--- src/hdl/sha256_byte_stream_hasher_defines.svh ---
// assertion macros for the sha-256 stream hasher
`ifndef SHA256_BYTE_STREAM_HASHER_DEFINES_SVH
`define SHA256_BYTE_STREAM_HASHER_DEFINES_SVH

// implication checked on every clock edge outside reset
`define SHS_ASSERT_IMPL(label, clk, rst_n, ante, cons, msg) \
    label: assert property (@(posedge clk) disable iff (!rst_n) (ante) |-> (cons)) \
        else $error(msg);

// next-cycle implication checked outside reset
`define SHS_ASSERT_NEXT(label, clk, rst_n, ante, cons, msg) \
    label: assert property (@(posedge clk) disable iff (!rst_n) (ante) |=> (cons)) \
        else $error(msg);

`endif

--- src/hdl/shs_pkg.sv ---
package shs_pkg;

    localparam int unsigned QueueDepth = 4;
    localparam int unsigned BlockBytes = 64;
    localparam int unsigned NumRounds = 64;
    localparam int unsigned DigestWords = 8;

    typedef struct packed {
        logic [7:0] data_byte;
        logic       has_byte;
        logic       end_of_message;
    } t_item;

    typedef logic [31:0] t_word;

    localparam t_word InitHash [DigestWords] = '{
        32'h6a09e667, 32'hbb67ae85, 32'h3c6ef372, 32'ha54ff53a,
        32'h510e527f, 32'h9b05688c, 32'h1f83d9ab, 32'h5be0cd19
    };

    localparam logic [7:0] PadByte = 8'h80;

    function automatic t_word round_k(input logic [5:0] idx);
        t_word k;
        case (idx)
            6'd0: k = 32'h428a2f98;  6'd1: k = 32'h71374491;
            6'd2: k = 32'hb5c0fbcf;  6'd3: k = 32'he9b5dba5;
            6'd4: k = 32'h3956c25b;  6'd5: k = 32'h59f111f1;
            6'd6: k = 32'h923f82a4;  6'd7: k = 32'hab1c5ed5;
            6'd8: k = 32'hd807aa98;  6'd9: k = 32'h12835b01;
            6'd10: k = 32'h243185be; 6'd11: k = 32'h550c7dc3;
            6'd12: k = 32'h72be5d74; 6'd13: k = 32'h80deb1fe;
            6'd14: k = 32'h9bdc06a7; 6'd15: k = 32'hc19bf174;
            6'd16: k = 32'he49b69c1; 6'd17: k = 32'hefbe4786;
            6'd18: k = 32'h0fc19dc6; 6'd19: k = 32'h240ca1cc;
            6'd20: k = 32'h2de92c6f; 6'd21: k = 32'h4a7484aa;
            6'd22: k = 32'h5cb0a9dc; 6'd23: k = 32'h76f988da;
            6'd24: k = 32'h983e5152; 6'd25: k = 32'ha831c66d;
            6'd26: k = 32'hb00327c8; 6'd27: k = 32'hbf597fc7;
            6'd28: k = 32'hc6e00bf3; 6'd29: k = 32'hd5a79147;
            6'd30: k = 32'h06ca6351; 6'd31: k = 32'h14292967;
            6'd32: k = 32'h27b70a85; 6'd33: k = 32'h2e1b2138;
            6'd34: k = 32'h4d2c6dfc; 6'd35: k = 32'h53380d13;
            6'd36: k = 32'h650a7354; 6'd37: k = 32'h766a0abb;
            6'd38: k = 32'h81c2c92e; 6'd39: k = 32'h92722c85;
            6'd40: k = 32'ha2bfe8a1; 6'd41: k = 32'ha81a664b;
            6'd42: k = 32'hc24b8b70; 6'd43: k = 32'hc76c51a3;
            6'd44: k = 32'hd192e819; 6'd45: k = 32'hd6990624;
            6'd46: k = 32'hf40e3585; 6'd47: k = 32'h106aa070;
            6'd48: k = 32'h19a4c116; 6'd49: k = 32'h1e376c08;
            6'd50: k = 32'h2748774c; 6'd51: k = 32'h34b0bcb5;
            6'd52: k = 32'h391c0cb3; 6'd53: k = 32'h4ed8aa4a;
            6'd54: k = 32'h5b9cca4f; 6'd55: k = 32'h682e6ff3;
            6'd56: k = 32'h748f82ee; 6'd57: k = 32'h78a5636f;
            6'd58: k = 32'h84c87814; 6'd59: k = 32'h8cc70208;
            6'd60: k = 32'h90befffa; 6'd61: k = 32'ha4506ceb;
            6'd62: k = 32'hbef9a3f7; 6'd63: k = 32'hc67178f2;
            default: k = 32'h0;
        endcase
        return k;
    endfunction

    function automatic t_word rotr(input t_word x, input int unsigned n);
        return (x >> n) | (x << (32 - n));
    endfunction

endpackage

--- src/hdl/sha256_byte_stream_hasher.sv ---
// channel   dir  tdata                                tuser
// s_axis    in   [7:0] data_byte                      [0] has_byte
//                                                     tlast = end_of_message
// m_axis    out  [31:0] digest_word                   [2:0] word_index
//                                                     tlast = last_word
// bytes enter a small queue at one per cycle while it has room; the core
// drains it one byte per cycle while in its take state and runs 64 rounds
// and a fold step per block. message end pads out the block, and a second
// block when the length spills, then gives 8 output transactions. reset is
// synchronous, active low, and restores the initial hash words. a stalled
// output holds the core; input stalls only when the queue fills.
`include "sha256_byte_stream_hasher_defines.svh"
module sha256_byte_stream_hasher
    import shs_pkg::*;
#(
    parameter int unsigned QUEUE_DEPTH = QueueDepth
) (
    input  logic        i_clk,
    input  logic        i_rst_n,
    input  logic        s_axis_tvalid,
    output logic        s_axis_tready,
    input  logic [7:0]  s_axis_tdata,   // [7:0] data_byte
    input  logic        s_axis_tuser,   // [0] has_byte
    input  logic        s_axis_tlast,
    output logic        m_axis_tvalid,
    input  logic        m_axis_tready,
    output logic [31:0] m_axis_tdata,   // [31:0] digest_word
    output logic [2:0]  m_axis_tuser,   // [2:0] word_index
    output logic        m_axis_tlast
);
    logic  q_full, q_empty, q_pop, push;
    t_item in_item, q_item;

    assign s_axis_tready = !q_full;
    assign push = s_axis_tvalid && !q_full;
    assign in_item = '{data_byte: s_axis_tdata, has_byte: s_axis_tuser,
                       end_of_message: s_axis_tlast};

    shs_queue #(.DEPTH(QUEUE_DEPTH)) u_queue (
        .i_clk, .i_rst_n,
        .i_push(push), .i_item(in_item), .o_full(q_full),
        .i_pop(q_pop), .o_item(q_item), .o_empty(q_empty)
    );

    shs_core u_core (
        .i_clk, .i_rst_n,
        .i_q_empty(q_empty), .i_q_item(q_item), .o_q_pop(q_pop),
        .o_out_valid(m_axis_tvalid), .i_out_ready(m_axis_tready),
        .o_digest_word(m_axis_tdata), .o_word_index(m_axis_tuser),
        .o_last_word(m_axis_tlast)
    );

    `SHS_ASSERT_IMPL(a_last_idx, i_clk, i_rst_n, m_axis_tvalid && m_axis_tlast,
        m_axis_tuser == 3'd7, "last word must be index 7")
    `SHS_ASSERT_NEXT(a_out_hold, i_clk, i_rst_n, m_axis_tvalid && !m_axis_tready,
        m_axis_tvalid && $stable(m_axis_tuser), "output word changed while stalled")
    `SHS_ASSERT_IMPL(a_no_pop_empty, i_clk, i_rst_n, q_pop, !q_empty,
        "core popped an empty queue")
endmodule

--- src/hdl/shs_queue.sv ---
module shs_queue
    import shs_pkg::*;
#(
    parameter int unsigned DEPTH = QueueDepth
) (
    input  logic  i_clk,
    input  logic  i_rst_n,
    input  logic  i_push,
    input  t_item i_item,
    output logic  o_full,
    input  logic  i_pop,
    output t_item o_item,
    output logic  o_empty
);
    localparam int unsigned AW = (DEPTH > 1) ? $clog2(DEPTH) : 1;

    t_item            r_mem [DEPTH];
    logic [AW-1:0]    r_wr, r_rd;
    logic [AW:0]      r_cnt;

    assign o_full  = (r_cnt == (AW+1)'(DEPTH));
    assign o_empty = (r_cnt == '0);
    assign o_item  = r_mem[r_rd];

    always_ff @(posedge i_clk) begin
        if (!i_rst_n) begin
            r_wr  <= '0;
            r_rd  <= '0;
            r_cnt <= '0;
        end else begin
            if (i_push) begin
                r_mem[r_wr] <= i_item;
                r_wr <= (r_wr == AW'(DEPTH - 1)) ? '0 : r_wr + 1'b1;
            end
            if (i_pop) begin
                r_rd <= (r_rd == AW'(DEPTH - 1)) ? '0 : r_rd + 1'b1;
            end
            r_cnt <= r_cnt + (AW+1)'(i_push) - (AW+1)'(i_pop);
        end
    end
endmodule

--- src/hdl/shs_core.sv ---
module shs_core
    import shs_pkg::*;
(
    input  logic        i_clk,
    input  logic        i_rst_n,
    input  logic        i_q_empty,
    input  t_item       i_q_item,
    output logic        o_q_pop,
    output logic        o_out_valid,
    input  logic        i_out_ready,
    output logic [31:0] o_digest_word,
    output logic [2:0]  o_word_index,
    output logic        o_last_word
);
    typedef enum logic [2:0] {
        S_TAKE, S_PAD, S_ROUND, S_FOLD, S_EMIT
    } t_state;

    t_state       r_state;
    t_word        r_h [DigestWords];
    t_word        r_v [8];
    t_word        r_w [16];
    logic [5:0]   r_fill;
    logic [60:0]  r_bytes;
    logic [5:0]   r_rnd;
    logic         r_final;   // compressing the block that closes the message
    logic         r_more;    // the 0x80 pad byte is still to be written
    logic         r_spill;   // 0x80 landed past byte 55, length goes in the next block
    logic [2:0]   r_idx;

    t_word big0, big1, ch, maj, t1, t2, s0, s1, w_new, w_cur;
    logic [63:0] bitlen;
    logic [1:0]  bsel;
    logic [3:0]  wsel;
    logic        pad_spill;

    assign o_q_pop = (r_state == S_TAKE) && !i_q_empty;
    assign bitlen  = {r_bytes, 3'b000};
    assign wsel    = r_fill[5:2];
    assign bsel    = r_fill[1:0];
    assign pad_spill = r_more ? (r_fill >= 6'd56) : r_spill;

    always_comb begin
        w_cur = r_w[0];
        big1  = rotr(r_v[4], 6) ^ rotr(r_v[4], 11) ^ rotr(r_v[4], 25);
        ch    = (r_v[4] & r_v[5]) ^ (~r_v[4] & r_v[6]);
        big0  = rotr(r_v[0], 2) ^ rotr(r_v[0], 13) ^ rotr(r_v[0], 22);
        maj   = (r_v[0] & r_v[1]) ^ (r_v[0] & r_v[2]) ^ (r_v[1] & r_v[2]);
        t1    = r_v[7] + big1 + ch + round_k(r_rnd) + w_cur;
        t2    = big0 + maj;
        s0    = rotr(r_w[1], 7) ^ rotr(r_w[1], 18) ^ (r_w[1] >> 3);
        s1    = rotr(r_w[14], 17) ^ rotr(r_w[14], 19) ^ (r_w[14] >> 10);
        w_new = r_w[0] + s0 + r_w[9] + s1;
    end

    assign o_out_valid   = (r_state == S_EMIT);
    assign o_digest_word = r_h[r_idx];
    assign o_word_index  = r_idx;
    assign o_last_word   = (r_idx == 3'd7);

    always_ff @(posedge i_clk) begin
        if (!i_rst_n) begin
            r_state <= S_TAKE;
            for (int i = 0; i < 8; i++) r_h[i] <= InitHash[i];
            r_fill  <= '0;
            r_bytes <= '0;
            r_rnd   <= '0;
            r_final <= 1'b0;
            r_more  <= 1'b0;
            r_spill <= 1'b0;
            r_idx   <= '0;
        end else begin
            case (r_state)
                S_TAKE: begin
                    if (!i_q_empty) begin
                        if (i_q_item.has_byte) begin
                            r_w[wsel][8*(3-bsel) +: 8] <= i_q_item.data_byte;
                            r_bytes <= r_bytes + 61'd1;
                            r_fill  <= r_fill + 6'd1;
                        end
                        r_final <= 1'b0;
                        if (i_q_item.has_byte && r_fill == 6'd63) begin
                            r_more  <= i_q_item.end_of_message;
                            r_state <= S_ROUND;
                            r_rnd   <= '0;
                            for (int i = 0; i < 8; i++) r_v[i] <= r_h[i];
                        end else if (i_q_item.end_of_message) begin
                            r_state <= S_PAD;
                            r_more  <= 1'b1;
                        end
                    end
                end
                S_PAD: begin
                    // r_more set: next pad byte is 0x80 when fill marks it
                    if (r_more) begin
                        r_w[wsel][8*(3-bsel) +: 8] <= PadByte;
                        r_more  <= 1'b0;
                        r_spill <= (r_fill >= 6'd56);
                    end else if (!r_spill && r_fill >= 6'd56) begin
                        r_w[wsel][8*(3-bsel) +: 8] <=
                            bitlen[8*(7-(r_fill-6'd56)) +: 8];
                    end else begin
                        r_w[wsel][8*(3-bsel) +: 8] <= 8'h00;
                    end
                    r_fill <= r_fill + 6'd1;
                    if (r_fill == 6'd63) begin
                        r_final <= !pad_spill;
                        r_state <= S_ROUND;
                        r_rnd   <= '0;
                        for (int i = 0; i < 8; i++) r_v[i] <= r_h[i];
                    end
                end
                S_ROUND: begin
                    r_v[7] <= r_v[6]; r_v[6] <= r_v[5]; r_v[5] <= r_v[4];
                    r_v[4] <= r_v[3] + t1;
                    r_v[3] <= r_v[2]; r_v[2] <= r_v[1]; r_v[1] <= r_v[0];
                    r_v[0] <= t1 + t2;
                    for (int i = 0; i < 15; i++) r_w[i] <= r_w[i+1];
                    r_w[15] <= w_new;
                    r_rnd <= r_rnd + 6'd1;
                    if (r_rnd == 6'(NumRounds - 1)) r_state <= S_FOLD;
                end
                S_FOLD: begin
                    for (int i = 0; i < 8; i++) r_h[i] <= r_h[i] + r_v[i];
                    r_idx   <= '0;
                    r_spill <= 1'b0;
                    if (r_final) begin
                        r_state <= S_EMIT;
                    end else if (r_more || r_spill) begin
                        r_state <= S_PAD;   // message ended on a full block or padding spilled
                    end else begin
                        r_state <= S_TAKE;
                    end
                end
                S_EMIT: begin
                    if (i_out_ready) begin
                        r_idx <= r_idx + 3'd1;
                        if (r_idx == 3'd7) begin
                            for (int i = 0; i < 8; i++) r_h[i] <= InitHash[i];
                            r_bytes <= '0;
                            r_fill  <= '0;
                            r_final <= 1'b0;
                            r_state <= S_TAKE;
                        end
                    end
                end
                default: r_state <= S_TAKE;
            endcase
        end
    end
endmodule

--- config.mk ---
export PLATFORM = sky130hd
export DESIGN_NAME = sha256_byte_stream_hasher
export DESIGN_NICKNAME = d
export VERILOG_FILES = /design/src/hdl/shs_pkg.sv /design/src/hdl/sha256_byte_stream_hasher.sv /design/src/hdl/shs_queue.sv /design/src/hdl/shs_core.sv
export VERILOG_INCLUDE_DIRS = /design/src /design/src/hdl
export SDC_FILE = /design/constraint.sdc
export NUM_CORES = 2
export LEC_CHECK = 0
export BUFFER_PORTS_ARGS = -buffer_cell sky130_fd_sc_hd__buf_2
export CAP_MARGIN = 15
export CORE_MARGIN = 5
export CORE_UTILIZATION = 50
export DETAILED_ROUTE_END_ITERATION = 8
export PLACE_DENSITY = 0.64
export SETUP_SLACK_MARGIN = 0.15
export SLEW_MARGIN = 10
export SYNTH_ARGS = -nofsm -noshare
export SYNTH_HDL_FRONTEND = slang
export SYNTH_SLANG_ARGS = --single-unit
--- constraint.sdc ---
create_clock -name i_clk -period 14.4 [get_ports i_clk]
set_clock_uncertainty 0.1 [all_clocks]
set_input_delay 2.16 -clock i_clk [delete_from_list [all_inputs] [get_ports i_clk]]
set_output_delay 2.16 -clock i_clk [all_outputs]
set_load 0.005 [all_outputs]
[After elaboration in Yosys (flattened, before gate mapping)]
Memories as Yosys holds them, arrays and structs flattened. A register that Yosys moved wholly into a read port is not among the register bits.
Cells that the tools add are included.
Word-level totals
  register bits after elaboration: 89
  bits in writable memories: 1064
  ROM bits: 2048
  input bits: 14
  output and inout port bits: 38
  word-level logic and storage cells: 470
  memories kept: 5
Memory list
  (name not given): words 64, bits a word 32, rd ports 1, clocked after Yosys merged registers in 1, wr ports 0, RTL line shs_pkg.sv:25  | case (idx)
  u_core.r_w: words 16, bits a word 32, rd ports 16, clocked after Yosys merged registers in 0, wr ports 16, RTL line shs_core.sv:22  | t_word r_w [16];
  u_core.r_h: words 8, bits a word 32, rd ports 9, clocked after Yosys merged registers in 1, wr ports 8, RTL line shs_core.sv:20  | t_word r_h [DigestWords];
  u_core.r_v: words 8, bits a word 32, rd ports 8, clocked after Yosys merged registers in 0, wr ports 8, RTL line shs_core.sv:21  | t_word r_v [8];
  u_queue.r_mem: words 4, bits a word 10, rd ports 1, clocked after Yosys merged registers in 1, wr ports 1, RTL line shs_queue.sv:17  | t_item r_mem [DEPTH];
Operators by class
  add/sub/neg operators: 30
  magnitude comparators: 1
  equal/unequal tests: 18
  shifts and indexed selects: 6
  mux-type cells: 219
  bitwise operators: 155
  reduce and logical (&&, ||, !) cells: 25
Operator list (number)
  $mux 32: 38
  $add 32x32->32: 18
  $xor 32x32->32: 9
  $mux 61: 4
  $and 32x32->32: 5
  $mux 1: 144
  $or 1x1->1: 128
  $pmux 61 s2: 1
  $shiftx 8x34->32: 2
  $shiftx 8x34->32 const A: 2
  $shiftx 64x33->8: 1
  $add 61x1->61 const B: 1
  $mux 6: 9
  $pmux 6 s3: 2
  $neg 32->34: 1
  $shift 8x34->32 const A: 1
  $mux 3: 11
  $not 32->32: 1
  $or 10x32->32: 1
  $or 13x32->32: 1
  $or 14x32->32: 1
  $or 15x32->32: 1
  $or 19x32->32: 1
  $or 21x32->32: 1
  other kinds (41): 70

[Depth between registers and ports, before layout]
  word-level depth: 10
  depth in mapped cells: 36
  depth with buffers taken out: 35

[Hierarchy]
A second synthesis with hierarchy kept.
Unflattened totals
  cells, all modules: 7779
  area total of the unflattened synthesis: 76244.4 um^2
By module, submodules not included
  shs_core: times used 1, cells each 7682, area each 74340.0 um^2, seq. area each 31810.5 um^2
  shs_queue: times used 1, cells each 95, area each 1894.3 um^2, seq. area each 1381.3 um^2
  sha256_byte_stream_hasher: times used 1, cells each 2, area each 10.0 um^2, seq. area each 0.0 um^2

[Least setup slack after synthesis]
Ideal clock, no wire load.
  path type: input port to flip-flop
  start: input i_rst_n
  end: memory u_core.r_v[0][0] (netlist bit), enable pin
  library setup time: 1758 ps
  arrival: 6771 ps
  data required time: 12542 ps
  setup slack: 5770 ps
  stages on the path: 5
  path buffers: 3
  path through: clkbuf_1 nand3_1 clkbuf_1 clkbuf_1 nand2_1
RTL lines
  from (decl): RTL line sha256_byte_stream_hasher.sv:19  | input logic i_rst_n,
  to (decl): RTL line shs_core.sv:21

==> impl_results.md <==
- Hold WC Path Type: flip-flop to flip-flop
- Placed inst area: 77900 sq um
- Residual DRC: 0
- Part of the cycle the worst path needs: 0.598
- Post-layout minimum cycle time: 8610 ps
- Most used standard cell by instance count after synthesis: nand2_1
- Number of nets at the end of the flow: 8119
- Final Max Slew Viols: 0
- Deepest clock path buffer count: 3
- Post-route non-filler standard cell count: between 9000 and 10000
- Clock Sinks: 1190
- DRT met1 WL: 105000 um
- Prevailing post-synth register cell: edfxtp_1
- Area of the mapped netlist: 75800 sq um
- Kind of capture point of the worst setup path: flip-flop
- Max Cap Violations: 0
- Synthesized netlist net count: 8214
- Clock-pin slew of the registers on the worst-case setup and hold paths: about 60 ps
- Top cells by count, synth: nand2_1 (1474), edfxtp_1 (936), a21o_1 (455), a21oi_1 (445), o21ai_0 (428)
- Area growth from synthesis to layout: 8.96%
- Count of buffers inserted at the top-level ports: 51
- Setup slack at placement: 5840 ps
- Critical path buffers and inverters: 3
- Cell with the biggest individual delay on the critical path: edfxtp_1
- Number of hold violations in the final report: 0
- RSZ-0062 raised after global routing: false
- Count of flip-flops with a built-in enable after synthesis: 936
- Data arrival, critical path: 9020 ps
- Core footprint: between 150000 and 200000 sq um
- Family of cells with the greatest summed delay on the critical path: compound AO/OA/AOI/OAI gates
- Number of hold buffers added after cts: 0
- Synthesized instance count: 7599
- Post-placement cell count: 9368
- Vias/cell: just over 6
- Maximum number of pins on one net before global-route repair: 162
- Chip Width: between 300 and 400 um
- Topmost layer with routed signal wires: met4
- Clock latency on the worst-skew pair: 810 ps
- Warnings from Yosys: 0
- Depth of the most critical reg-to-reg path: 35
- Hold path startpoint: u_core.r_w[2][0]$_DFFE_PP_
- Cell accounting for the most synthesized area: edfxtp_1
- Top cells by area, synth: edfxtp_1 (37%), nand2_1 (7.3%), dfxtp_1 (6.7%)
- Global router's overall resource usage: 0.300
- Level count of the clock H-tree: 4
- Share of the synthesized area in the top cell type: 0.371
- Routed wire length per instance: 25.1 um
- Total design power: 10.0 mW
- Count of routing violations after the opening detailed-route iteration: 6694
- Hold Crit Depth: 2
- Gr ovfl total: 0
- Capturing point of the worst reg2reg path: u_core.r_v[0][29]$_DFFE_PP_
- Setup slack of the worst register-to-register path: between 5000 and 6000 ps
- Number of global-route vias before repair: between 50000 and 60000
- Die height: 399 um
- Crit path launch type: flip-flop
- Maximum fanout count along the critical path: 6
- Std cell rows: 142
- Post-CTS setup buffer count: 0
- Power density of the placed cells: 122 nW/um^2
- Data required time of the critical path: 14800 ps
- Most common cell on crit path: a21oi_1
- Hold slack final: 382 ps
- Maximum clock rate: between 0.1 and 0.15 GHz
- Actual slew at the worst max-slew pin: approximately 1200 ps
- Initial cell density of the core: 0.504
- CTS tree: yes
- Critical setup path kind: flip-flop to flip-flop
- Count of cells resized by post-cts repair: 0
- Headroom to the max-slew limit: 0.204
- Count of final setup violators: 0
- Share of flip-flops with an asynchronous set or reset after synthesis: 0
- Root buffer cell: clkbuf_16
- Run status: finished clean
- IO Pins: 52
- Wire length of the first global-routing pass: 360000 um
- Final non-filler cell area: around 83000 sq um
- Post-route setup TNS: 0 ps
- Final setup slack of the worst path: 5790 ps
- Seq/Total Area, Yosys: 0.438
- Fraction of final layout cells with drive strength greater than 1: 0.0746
- Worst hold endpoint: u_core.r_w[1][0]$_DFFE_PP_
- Post-layout utilization of the core: 0.549
- Detailed route wirelength on metal3: between 20000 and 25000 um
- Number of antenna-violating nets in the routed design: 0
- Critical register-to-register path startpoint: u_core.r_v[4][27]$_DFFE_PP_
- Initial antenna violation count: 16
- RD Place Congestion: 1.01
- Post-Synthesis Mean Instance Area: 9.97 sq um
- Number of buffers added by the clock tree synthesis step: 139
- Drt total wl: 242000 um
- Leakage power summed over all cells: 34.8 nW
- Sum of net half-perimeters after detailed placement: 178000 um
- Total via count in the routed design: 59100
- Maximum VDD drop: 0.000123 V
- Detailed-routing iteration count for the pre-antenna-repair pass: 9
- Wire length on met2: between 100000 and 150000 um
- Synthesis-stage register bit count: 1190
- Delay of the slowest cell on the worst path: 570 ps
- Full die area: roughly 160000 sq um
- Number of unique standard cell types used by synthesis: 103
[where the power goes]
group,internal (mW),switching [mW]
Sequential,3.90,0.101
Combinational,1.04,1.44
Clock,2.01,1.55
[flip-flops by register name (all words and copies together) (netlist names), named ones only]
name and count:
u_core.o_word_index 3, u_core.r_bytes 61, u_core.r_fill 6, u_core.r_final 1, u_core.r_h 256, u_core.r_more 1, u_core.r_rnd 6, u_core.r_spill 1
u_core.r_state 3, u_core.r_v 256, u_core.r_w 512, u_queue.r_cnt 3, u_queue.r_mem 40, u_queue.r_rd 2, u_queue.r_wr 2
[placed cells by master (no fill, tap or decap), drive strengths merged, types with 21 or more instances in the layout]
master and instances:
nand2 1476, edfxtp 936, a21o 455, a21oi 448
o21ai 437, ha 405, xnor2 395, nor2 370
inv 338, dfxtp 254, xor2 224, fa 196
clkbuf 174, buf 163, nand3 139, nor3 98
mux4 87, nor2b 60, a211oi 60, nand2b 59
clkinv 57, and3 56, o21a 48, o21bai 47
a31oi 47, mux2i 45, o211ai 43, nand4 36
o31ai 34, or3 33, mux2 33, o22ai 31
maj3 30, a22oi 21, and2 21
[worst min-delay path: stages, from the launching register on]
cell and delay, ps:
edfxtp_1 320, nand2_1 50, nand2_1 50
[area by class of cell]
cell class	count	area, sq um
clock buffers	172	3700
multi-input cells	5678	39900
inverters	330	1240
flip-flops and latches	1190	33200
repair buffers	165	1110
clock inverters	78	883
diodes	7	17.5
fillers	13300	67800
well taps	2016	2520
[per-layer routing]
| layer | track usage | vias to the layer above |
|---|---|---|
| met5 | 0 | - |
| met4 | 0.101 | 0 |
| met3 | 0.0649 | 438 |
| met2 | 0.444 | 2826 |
| met1 | 0.438 | 29000 |
| li1 | - | 26800 |
[worst max-delay path by stage]
stage / slack (ps) / to / start / cells after the start
4_1_cts: 5800 / u_core.r_v[0][29]$_DFFE_PP_ / u_core.r_v[4][27]$_DFFE_PP_ / 35
3_3_place_gp: 5880 / u_core.r_v[0][29]$_DFFE_PP_ / u_core.r_v[4][27]$_DFFE_PP_ / 35
5_1_grt: 5390 / u_core.r_v[0][29]$_DFFE_PP_ / u_core.r_v[4][27]$_DFFE_PP_ / 35
3_5_place_dp: 5840 / u_core.r_v[0][29]$_DFFE_PP_ / u_core.r_v[4][27]$_DFFE_PP_ / 35
6_report: 5790 / u_core.r_v[0][29]$_DFFE_PP_ / u_core.r_v[4][27]$_DFFE_PP_ / 35
2_1_floorplan: 5770 / u_core.r_v[0][0]$_DFFE_PP_ / i_rst_n / 5
[kinds of logic after synthesis]
group | after synthesis | synth area share
mux | 165 | 0.0367
xor+xnor | 620 | 0.0719
buf+inv | 731 | 0.0373
fa+ha+maj | 631 | 0.123
simple gates | 2411 | 0.136
compound gates | 1851 | 0.158
flops | 1190 | 0.438
Note: power is estimated with default switching activity, not from simulation.
